**src/hw/rtl/assert_macros.svh**
```systemverilog
// Assertion macros shared by the RTL.
// Clocked on clk, disabled while arst_n is low; no other dependencies.
`ifndef ASSERT_MACROS_SVH
`define ASSERT_MACROS_SVH

// Implication checked at every clock edge out of reset.
`define ASSERT_IMPL(label, ante, cons, msg) \
	label: assert property (@(posedge clk) disable iff (!arst_n) (ante) |-> (cons)) \
		else $error(msg);

// Condition that must never be true out of reset.
`define ASSERT_NEVER(label, cond, msg) \
	label: assert property (@(posedge clk) disable iff (!arst_n) !(cond)) \
		else $error(msg);

`endif

```
**src/hw/rtl/ckcrc_pkg.sv**
```systemverilog
// Package for the cksum CRC-32 stream block: types, constants, CRC byte step.
// No dependencies; imported by every module of the block.
`timescale 1ns / 1ps

package ckcrc_pkg;

	localparam int DEFAULT_COUNT_BITS = 48;
	localparam int OUT_COUNT_W        = 48;
	localparam int QUEUE_DEPTH        = 4;
	localparam int QPTR_W             = $clog2(QUEUE_DEPTH);
	localparam int QFILL_W            = $clog2(QUEUE_DEPTH + 1);

	localparam logic [31:0] CRC_POLY = 32'h04C11DB7;

	typedef struct packed {
		logic [7:0] data_byte;
		logic       byte_valid;
		logic       end_of_file;
	} item_t;

	typedef struct packed {
		logic folding;
	} bk_status_t;

	typedef enum logic [0:0] {
		ST_RUN,
		ST_FOLD
	} bk_state_t;

	// MSB-first CRC-32 update by one byte
	function automatic logic [31:0] crc_byte(input logic [31:0] s, input logic [7:0] c);
		logic [31:0] r;
		r = s ^ {c, 24'h000000};
		for (int k = 0; k < 8; k++) begin
			if (r[31]) begin
				r = {r[30:0], 1'b0} ^ CRC_POLY;
			end else begin
				r = {r[30:0], 1'b0};
			end
		end
		return r;
	endfunction

endpackage

```
**src/hw/rtl/ckcrc_front.sv**
```systemverilog
// Front end: accepts requests, drops those that carry neither byte nor end
// marker, and queues the rest. Depends on ckcrc_pkg.
`timescale 1ns / 1ps

module ckcrc_front import ckcrc_pkg::*; (
	input  logic       clk,
	input  logic       arst_n,
	input  logic       in_valid,
	output logic       in_ready,
	input  logic [7:0] data_byte,
	input  logic       byte_valid,
	input  logic       end_of_file,
	output logic       q_valid,
	output item_t      q_item,
	input  logic       q_pop
);

	item_t               queue_q [QUEUE_DEPTH];
	logic [QPTR_W-1:0]   wr_ptr_q;
	logic [QPTR_W-1:0]   rd_ptr_q;
	logic [QFILL_W-1:0]  fill_q;
	logic                push;

	assign in_ready = (fill_q != QFILL_W'(QUEUE_DEPTH));
	assign push     = in_valid && in_ready && (byte_valid || end_of_file);
	assign q_valid  = (fill_q != '0);
	assign q_item   = queue_q[rd_ptr_q];

	always_ff @(posedge clk) begin
		if (push) begin
			queue_q[wr_ptr_q] <= '{data_byte: data_byte, byte_valid: byte_valid,
				end_of_file: end_of_file};
		end
	end

	always_ff @(posedge clk or negedge arst_n) begin
		if (!arst_n) begin
			wr_ptr_q <= '0;
			rd_ptr_q <= '0;
			fill_q   <= '0;
		end else begin
			if (push) begin
				wr_ptr_q <= wr_ptr_q + QPTR_W'(1);
			end
			if (q_pop) begin
				rd_ptr_q <= rd_ptr_q + QPTR_W'(1);
			end
			if (push && !q_pop) begin
				fill_q <= fill_q + QFILL_W'(1);
			end else if (q_pop && !push) begin
				fill_q <= fill_q - QFILL_W'(1);
			end
		end
	end

endmodule

```
**src/hw/rtl/ckcrc_back.sv**
```systemverilog
// Back end: CRC and byte count update, length folding at end of file,
// and the result register. Depends on ckcrc_pkg.
`timescale 1ns / 1ps

module ckcrc_back import ckcrc_pkg::*; #(
	parameter int COUNT_BITS = DEFAULT_COUNT_BITS
) (
	input  logic                   clk,
	input  logic                   arst_n,
	input  logic                   q_valid,
	input  item_t                  q_item,
	output logic                   q_pop,
	output bk_status_t             status,
	output logic                   out_valid,
	input  logic                   out_ready,
	output logic [31:0]            checksum,
	output logic [OUT_COUNT_W-1:0] byte_count,
	output logic                   count_overflow
);

	localparam int EXT_W = COUNT_BITS + OUT_COUNT_W;

	bk_state_t               state_q;
	bk_state_t               state_d;
	logic [31:0]             crc_q;
	logic [COUNT_BITS-1:0]   count_q;
	logic                    sat_q;
	logic [COUNT_BITS-1:0]   fold_q;
	logic                    out_valid_q;
	logic [31:0]             checksum_q;
	logic [OUT_COUNT_W-1:0]  byte_count_q;
	logic                    count_overflow_q;

	logic                    count_full;
	logic [COUNT_BITS-1:0]   count_next;
	logic                    fold_done;
	logic                    out_free;
	logic                    take_byte;
	logic                    start_fold;
	logic                    fold_step;
	logic                    emit;
	logic [EXT_W-1:0]        count_ext;

	assign count_full = &count_q;
	assign count_next = count_full ? count_q : count_q + COUNT_BITS'(1);
	assign fold_done  = (fold_q == '0);
	assign out_free   = !out_valid_q || out_ready;
	assign count_ext  = EXT_W'(count_q);

	always_comb begin
		state_d = state_q;
		unique case (state_q)
			ST_RUN: begin
				if (q_valid && q_item.end_of_file) begin
					state_d = ST_FOLD;
				end
			end
			ST_FOLD: begin
				if (fold_done && out_free) begin
					state_d = ST_RUN;
				end
			end
			default: state_d = ST_RUN;
		endcase
	end

	always_comb begin
		q_pop      = 1'b0;
		fold_step  = 1'b0;
		emit       = 1'b0;
		unique case (state_q)
			ST_RUN: begin
				q_pop = q_valid;
			end
			ST_FOLD: begin
				fold_step = !fold_done;
				emit      = fold_done && out_free;
			end
			default: begin
				q_pop = 1'b0;
			end
		endcase
		take_byte  = q_pop && q_item.byte_valid;
		start_fold = q_pop && q_item.end_of_file;
	end

	always_ff @(posedge clk or negedge arst_n) begin
		if (!arst_n) begin
			state_q     <= ST_RUN;
			crc_q       <= '0;
			count_q     <= '0;
			sat_q       <= 1'b0;
			out_valid_q <= 1'b0;
		end else begin
			state_q <= state_d;
			if (take_byte) begin
				crc_q   <= crc_byte(crc_q, q_item.data_byte);
				count_q <= count_next;
				sat_q   <= sat_q | count_full;
			end else if (fold_step) begin
				crc_q <= crc_byte(crc_q, fold_q[7:0]);
			end else if (emit) begin
				crc_q   <= '0;
				count_q <= '0;
				sat_q   <= 1'b0;
			end
			if (emit) begin
				out_valid_q <= 1'b1;
			end else if (out_ready) begin
				out_valid_q <= 1'b0;
			end
		end
	end

	always_ff @(posedge clk) begin
		if (start_fold) begin
			fold_q <= take_byte ? count_next : count_q;
		end else if (fold_step) begin
			fold_q <= fold_q >> 8;
		end
		if (emit) begin
			checksum_q       <= ~crc_q;
			byte_count_q     <= count_ext[OUT_COUNT_W-1:0];
			count_overflow_q <= sat_q;
		end
	end

	assign status.folding  = (state_q == ST_FOLD);
	assign out_valid       = out_valid_q;
	assign checksum        = checksum_q;
	assign byte_count      = byte_count_q;
	assign count_overflow  = count_overflow_q;

endmodule

```
**src/hw/rtl/posix_cksum_crc32_stream.sv**
```systemverilog
// Streaming POSIX cksum CRC-32: one request per file byte, one result per file.
// Input: in_valid/in_ready with data_byte, byte_valid, end_of_file. A request
// with byte_valid takes the byte into the CRC and the byte count; a request
// with end_of_file closes the file after its byte (if any). A request with
// neither flag is taken and has no effect.
// Output: out_valid/out_ready with checksum, byte_count, count_overflow, one
// result per end of file. The count saturates at COUNT_BITS and raises
// count_overflow.
// Throughput: one byte per cycle while the back end is not folding a length; the
// queue keeps taking requests meanwhile until full. At end of file the back end
// folds the length in, one byte at a time and low byte first, up to the highest
// nonzero one (at most COUNT_BITS/8, rounded up), then loads the result register
// once the output register is free.
// A four-entry request queue sits between front and back; while the receiver
// stalls, the back end holds its result and the queue keeps accepting until full.
// Reset (arst_n low) empties the queue and clears CRC, count and result valid.
// Depends on ckcrc_pkg, ckcrc_front, ckcrc_back, assert_macros.svh.
`timescale 1ns / 1ps
`include "assert_macros.svh"

module posix_cksum_crc32_stream import ckcrc_pkg::*; #(
	parameter int COUNT_BITS = DEFAULT_COUNT_BITS
) (
	input  logic                   clk,
	input  logic                   arst_n,
	input  logic                   in_valid,
	output logic                   in_ready,
	input  logic [7:0]             data_byte,
	input  logic                   byte_valid,
	input  logic                   end_of_file,
	output logic                   out_valid,
	input  logic                   out_ready,
	output logic [31:0]            checksum,
	output logic [OUT_COUNT_W-1:0] byte_count,
	output logic                   count_overflow
);

	logic       q_valid;
	item_t      q_item;
	logic       q_pop;
	bk_status_t bk_status;

	ckcrc_front u_front (
		.clk         (clk),
		.arst_n      (arst_n),
		.in_valid    (in_valid),
		.in_ready    (in_ready),
		.data_byte   (data_byte),
		.byte_valid  (byte_valid),
		.end_of_file (end_of_file),
		.q_valid     (q_valid),
		.q_item      (q_item),
		.q_pop       (q_pop)
	);

	ckcrc_back #(
		.COUNT_BITS (COUNT_BITS)
	) u_back (
		.clk            (clk),
		.arst_n         (arst_n),
		.q_valid        (q_valid),
		.q_item         (q_item),
		.q_pop          (q_pop),
		.status         (bk_status),
		.out_valid      (out_valid),
		.out_ready      (out_ready),
		.checksum       (checksum),
		.byte_count     (byte_count),
		.count_overflow (count_overflow)
	);

	`ASSERT_IMPL(a_pop_nonempty, q_pop, q_valid, "pop from empty request queue")
	`ASSERT_NEVER(a_no_pop_folding, bk_status.folding && q_pop, "pop during length folding")
	`ASSERT_IMPL(a_result_from_fold, $rose(out_valid), $past(bk_status.folding),
		"result loaded outside length folding")

endmodule
```
**config.mk**
```make
export PLATFORM = sky130hd
export DESIGN_NAME = posix_cksum_crc32_stream
export DESIGN_NICKNAME = d
export VERILOG_FILES = /design/src/hw/rtl/ckcrc_pkg.sv /design/src/hw/rtl/ckcrc_front.sv /design/src/hw/rtl/ckcrc_back.sv /design/src/hw/rtl/posix_cksum_crc32_stream.sv
export VERILOG_INCLUDE_DIRS = /design/src /design/src/hw/rtl
export SDC_FILE = /design/constraint.sdc
export NUM_CORES = 1
export LEC_CHECK = 0
export ABC_AREA = 1
export BUFFER_PORTS_ARGS = -buffer_cell sky130_fd_sc_hd__buf_2
export CAP_MARGIN = 20
export CORE_UTILIZATION = 66
export DETAILED_ROUTE_END_ITERATION = 16
export PLACE_DENSITY_LB_ADDON = 0.08
export SYNTH_ARGS = -nofsm -noshare
export SYNTH_HDL_FRONTEND = slang
export SYNTH_SLANG_ARGS = --single-unit
```
**constraint.sdc**
```tcl
create_clock -name clk -period 6.35 [get_ports clk]
set_input_delay 0.9525 -clock clk [delete_from_list [all_inputs] [get_ports clk]]
set_output_delay 0.9525 -clock clk [all_outputs]
set_load 0.1 [all_outputs]
```
* Word level (Yosys, flattened, before mapping)
Memory sizes are Yosys's and may differ from the RTL's. Cells that the tools add are included. Widths: inputs -> output; s select.
Word-level totals: register bits after elaboration 219, memories kept 1, latch bits 0, bits in writable memories 40, ROM bits 0, logic and storage cells 126
Memories:
- u_front.queue_q | words 4, bits a word 10, read ports 1, clocked after memory_dff 0, write ports 1, RTL line ckcrc_front.sv:18 | item_t queue_q [QUEUE_DEPTH];
Cells by class: multipliers 0, reduce and logical (&&, ||, !) cells 23, div/mod/pow operators 0, add/subtract/negate cells 5, shift operators 0, bitwise gates (word level) 21, $lt $le $gt $ge 0, muxes and demuxes 62, equality and inequality tests 2
Operators with widths (count):
- $mux 32 | 24
- $mux 27 | 16
- $mux 48 | 7
- $not 14->14 | 16
- $xor 32x32->32 | 2
- $add 48x1->48 const B | 1
- $logic_not 48->1 | 1
- $reduce_and 48->1 | 1
- $not 32->32 | 1
- $mux 1 | 12
- $logic_and 1x1->1 | 8
- $reduce_bool 2->1 | 4
- $mux 3 | 2
- $reduce_bool 3->1 | 2
- $add 2x1->2 const B | 2
- $logic_not 1->1 | 4
- $add 3x1->3 const B | 1
- $ne 3x3->1 const B | 1
- $sub 3x1->3 const B | 1
- $logic_or 1x1->1 | 2
- $ne 2x1->1 const B | 1
- $pmux 1 s2 | 1
- $reduce_and 2->1 | 1
- $not 1->1 | 1
- $or 1x1->1 | 1

* Longest topological paths before layout
depth in word-level cells 33, mapped depth 17, depth with buffers taken out 16

* Hierarchy
A second synthesis with hierarchy kept.
Second synthesis, totals: cell total of the unflattened synthesis 1772, area total of the unflattened synthesis 14172.3 sq um
Modules (own cells, without submodules):
- ckcrc_back | instances 1, area each 12094.1 sq um, cells an instance 1600, seq. area each 5950.7 sq um
- ckcrc_front | instances 1, area each 2078.2 sq um, cells an instance 172, seq. area each 1376.3 sq um

* Least setup slack after synthesis
Ideal clock, no wire load.
path type input to register, start point input port out_ready, end point register u_back.byte_count_q[0] (netlist: u_back.byte_count[0]) (enable), setup slack 2.894 ns, setup time 0.436 ns, data arrival time 3.021 ns, cell stages on the path 4, required time 5.914 ns, path through inv_1 -> nand2_1 -> nand4_1 -> inv_1
Between the ends: longest elaborated chain between the ends 3
RTL lines:
- from (decl) | RTL line posix_cksum_crc32_stream.sv:32 | input logic out_ready,
- $logic_or 1x1->1 | RTL line ckcrc_back.sv:47 | assign out_free = !out_valid_q || out_ready;
- $logic_and 1x1->1 | RTL line ckcrc_back.sv:77 | emit = fold_done && out_free;
- $mux 1 | RTL line ckcrc_back.sv:71 | unique case (state_q)
- named net u_back.emit | RTL line ckcrc_back.sv:41 | logic emit;
- to (signal assigned) | RTL line ckcrc_back.sv:123 | byte_count_q <= count_ext[OUT_COUNT_W-1:0];
- to (decl) | RTL line ckcrc_back.sv:31 | logic [OUT_COUNT_W-1:0] byte_count_q;
The timed path passes the listed nets, and every way through them passes these cells. A chain may end at the register's enable or synchronous reset.

* Final worst setup path
start point register u_front.rd_ptr_q[0], end point register u_back.crc_q[9]
Between the ends: longest elaborated chain between the ends 22, elaborated cells between the ends (all ways) 25, classes of those cells 16 x mux; 6 x bitwise; 2 x reduce/logical; 1 x memory
RTL lines:
- from (decl) | RTL line ckcrc_front.sv:20 | logic [QPTR_W-1:0] rd_ptr_q;
- from (signal assigned) | RTL line ckcrc_front.sv:46 | rd_ptr_q <= rd_ptr_q + QPTR_W'(1);
- $mem_v2 4x10 (*)
- $xor 32x32->32 | RTL line ckcrc_pkg.sv:33 | r = s ^ {c, 24'h000000};
- $mux 27 | RTL line ckcrc_pkg.sv:35 | if (r[31]) begin
- $mux 32 | RTL line ckcrc_back.sv:96 | if (take_byte) begin
- $mux 27 | RTL line ckcrc_pkg.sv:35
- $mux 32 | RTL line ckcrc_back.sv:96
- $not 14->14 (no source line)
- $mux 27 | RTL line ckcrc_pkg.sv:35
- (+6 left out)
- $not 14->14 (no source line)
- $mux 27 | RTL line ckcrc_pkg.sv:35
- $mux 32 | RTL line ckcrc_back.sv:96
- $not 14->14 (no source line)
- $mux 27 | RTL line ckcrc_pkg.sv:35
- $mux 32 | RTL line ckcrc_back.sv:96
- $mux 27 | RTL line ckcrc_pkg.sv:35
- $mux 32 | RTL line ckcrc_back.sv:96
- to (signal assigned) | RTL line ckcrc_back.sv:97 | crc_q <= crc_byte(crc_q, q_item.data_byte);
- to (signal assigned) | RTL line ckcrc_back.sv:101 | crc_q <= crc_byte(crc_q, fold_q[7:0]);
- to (decl) | RTL line ckcrc_back.sv:25 | logic [31:0] crc_q;
Mark *: on every way between the ends. The rest lies on a longest branch, timed or not. The select of a mux whose other input is x is not followed.

==> flow_summary_export.csv <==
group,metric,value,unit
cts,htree_levels,1,
cts,postCtsSetupBuffers,0,
floorplan,core,20300,um2
sta,drv_slew,0,
hold_path,min_path_type,"in2async",
worst_setup_path,critPathKind,"reg2reg",
cts,insertion_delay,0.54,ns
power_and_ir_drop,clockPowerShare,16.0,%
drt,wl_per_cell,20.5,um
sta,min_period,3.51,ns
power_and_ir_drop,p_leak,6.46,nW
power_and_ir_drop,power_frac_seq,31.1,%
worst_setup_path,end_kind,"flip-flop",
drt,vias_per_cell,6.13,
sta,finalClockSkew,0.0232,ns
grt,gr-total-overflow,0,
cts,ctsHoldBuffers,0,
sta,clock.fmax,285,MHz
final_layout,final_area,15200,um2
final_layout,seqCellArea,7330,um2
final_layout,nets,1623,
synthesis,syn_nets,1534,
synthesis,synth-seq-area-share,53.6,%
floorplan,initial_core_util,67.3,%
power_and_ir_drop,vdd_drop_max,0.316,mV
synthesis,yosys.area.top_type,"edfxtp_1",
sta,hold_violations,0,
sta,slew-limit-headroom,32.1,%
place,gp_congestion,0.989,
power_and_ir_drop,p_sw,4.63,mW
synthesis,yosys-top-cells-area,"edfxtp_1 37%, dfrtp_1 16%, nand2_1 10%",
floorplan,pin_count,97,
floorplan,num_rows,52,
cts,clkTransAtPathRegs,0.07,ns
cts,numCtsBuffers,27,
synthesis,synth_top_area_share,37.1,%
drt,detail-route-antenna-nets,0,
cts,cts_root_buffer,"clkbuf_16",
drt,drt_first_pass_iters,6,
synthesis,yosys.cell_types.count,43,
cts,post_cts_resized,0,
power_and_ir_drop,p_int,5.16,mW
grt,grt_max_degree,84,
run_status,status,"finished clean",
final_layout,area_growth,11.2,%
grt,grt_pass1_wl,60.1,mm
job,cap_violations,0,
power_and_ir_drop,p_sw_share,47.3,%
final_layout,multi_input_area,5440,um2
sta,fin_setup_tns,0,ns
final_layout,fin_util,74.9,%
floorplan,die_area,21300,um2
power_and_ir_drop,p_comb_share,52.8,%
place,post_dp_cell_area,14300,um2
synthesis,synth.cell_area,13700,um2
synthesis,ys_ff_latch,259,
synthesis,ys_warn_count,0,
final_layout,num-fill-cells,1522,
cts,cts_tree,"built",
grt,grt_usage,36.8,%
drt,drc,0,
sta,fin_crit_sh,55.3,%
place,port_buffers,96,
final_layout,antenna_cells,0,
worst_setup_path,required,6.81,ns
sta,setup_viol,0,
grt,grt_pass1_vias,11000,
cts,cts_sinks,259,
final_layout,layout-drive-gt1-share,12.3,%
drt,drt_iter0_drc,1203,
synthesis,synthCells,1513,
worst_setup_path,start_kind,"flip-flop",
cts,cts_buffer_depth,3,
worst_setup_path,worstPathArrival,3.97,ns
power_and_ir_drop,powerDensity,644,nW/um2
drt,vias,11600,
synthesis,syn_avg_cell_area,9.04,um2
grt,antenna_found_initial,0,
place,pre_cts_ws,2.97,ns
floorplan,die_height,146,um
sta,tightest_slew,1.01,ns
sta,rsz0062_at_grt,"false",
floorplan,fp.dieW,146,um
drt,routed_wl,38.8,mm
sta,fin_ws,2.84,ns
worst_setup_path,cp_max_fo,59,
place,hpwl,27.1,mm
==> through the flow <==
step | cells | power [mW] | hold WS, ns
finish | 1892 | 9.79 | 0.388
CTS | 1891 | 9.67 | 0.394
global placement | 1842 | 7.90 | 0.475
detailed placement | 1842 | 8.06 | 0.475
global route | 1892 | 10.4 | 0.422
floorplan | 1513 | 6.77 | 0.426
==> critical path: stages (launching register included) <==
cell and delay (ns):
dfrtp_1 0.81, inv_2 0.36, o21ai_1 0.24, o22ai_1 0.10, inv_2 0.08, nor2_4 0.03, inv_2 0.05, buf_4 0.57
nand3_2 0.38, inv_2 0.50, nand2_1 0.09, nand2_1 0.08, inv_1 0.04, nand2_1 0.05
==> layout by cell type, fill, tap and decap left out, types with 3 or more instances in the layout <==
cell type  Yosys  layout
nand2_1      364     363
edfxtp_1     169     169
inv_1        160     159
nand3_1      135     135
nor2_1       106     106
buf_2         28      95
dfrtp_1       90      90
xor2_1        82      82
o21ai_0       79      79
a21oi_1       70      70
a22oi_1       34      34
nand4_1       31      31
clkbuf_16      0      27
nor3_1        25      25
inv_2         19      19
nand2_2       17      18
o21ai_1       17      17
o211ai_1      15      15
xnor2_1       12      12
clkbuf_1       8      11
buf_4          4       9
ha_1           6       6
xor2_2         5       5
nor2_2         4       4
o22ai_1        3       3
clkinv_2       0       3
xnor2_4        3       3
clkbuf_8       0       3
bufinv_16      0       3
==> area by class of cell <==
class / count / share of cell area, %
Clock buffer: 41 / 4.99
Multi-Input combinational cell: 1031 / 35.8
Sequential cell: 259 / 48.2
Timing Repair Buffer: 104 / 3.57
Inverter: 179 / 4.43
Tap cell: 270 / 2.22
Clock inverter: 8 / 0.757
==> sequential cells by signal (all words and copies together) (netlist names), 2 cells and up <==
signal,flops
u_back.fold_q,48
u_back.count_q,48
u_back.checksum,32
u_front.fill_q,3
u_back.crc_q,32
u_front.wr_ptr_q,2
u_back.byte_count,48
u_front.rd_ptr_q,2
u_front.queue_q,40
==> power by group through the flow <==
stage / clock network [mW] / logic [mW] / registers, mW
detailed placement: 0 / 5.02 / 3.05
global route: 1.64 / 5.69 / 3.09
finish: 1.57 / 5.17 / 3.05
CTS: 1.58 / 5.06 / 3.02
global placement: 0 / 4.86 / 3.04
floorplan: 0 / 3.94 / 2.82
==> cells in the mapped netlist (all sizes together) <==
cell and number:
clkbuf 8, dfrtp 90, o31ai 3, o21ai 96
buf 36, nand4 31, or2 3, o22ai 3
nand3 137, a21o 2, a41oi 1, nor3 25
o21bai 2, mux2 1, nand2 382, fa 1
ha 6, a32o 1, nor4 1, xnor2 17
edfxtp 169, a22oi 34, a21oi 70, o211ai 15
inv 179, xor2 89, nor2 111
==> cell families after synthesis <==
group | synth area share, %
AOI/OAI and AO/OA | 9.53
xor gates and xnor gates | 7.86
adders and majority gates | 0.696
buffers and inverters | 6.60
DFF | 53.6
muxes | 0.0824
and+or+nand+nor | 21.6
==> layer usage <==
layer	global-route usage [%]	part of all wire, %	vias up
li1	-	-	5265
met1	45.9	37	5436
met2	62.4	49	718
met3	5.08	7.8	171
met4	20.2	6.2	0
met5	0	0	-
==> final timing paths <==
path	startpoint	end	slack (ns)	depth (start not counted)
setup / recovery	u_front.rd_ptr_q[0]	u_back.crc_q[9]	2.84	13
hold reg to reg	u_back.count_q[17]	u_back.byte_count[17]	0.50	0
hold / removal	arst_n	u_back.count_q[39]	0.39	1
max in group asynchronous	arst_n	u_back.crc_q[25]	4.71	2
min in group clk	u_back.count_q[17]	u_back.byte_count[17]	0.50	0
setup reg to reg	u_front.rd_ptr_q[0]	u_back.crc_q[9]	2.84	13
Power figures use the tool's default switching activity.
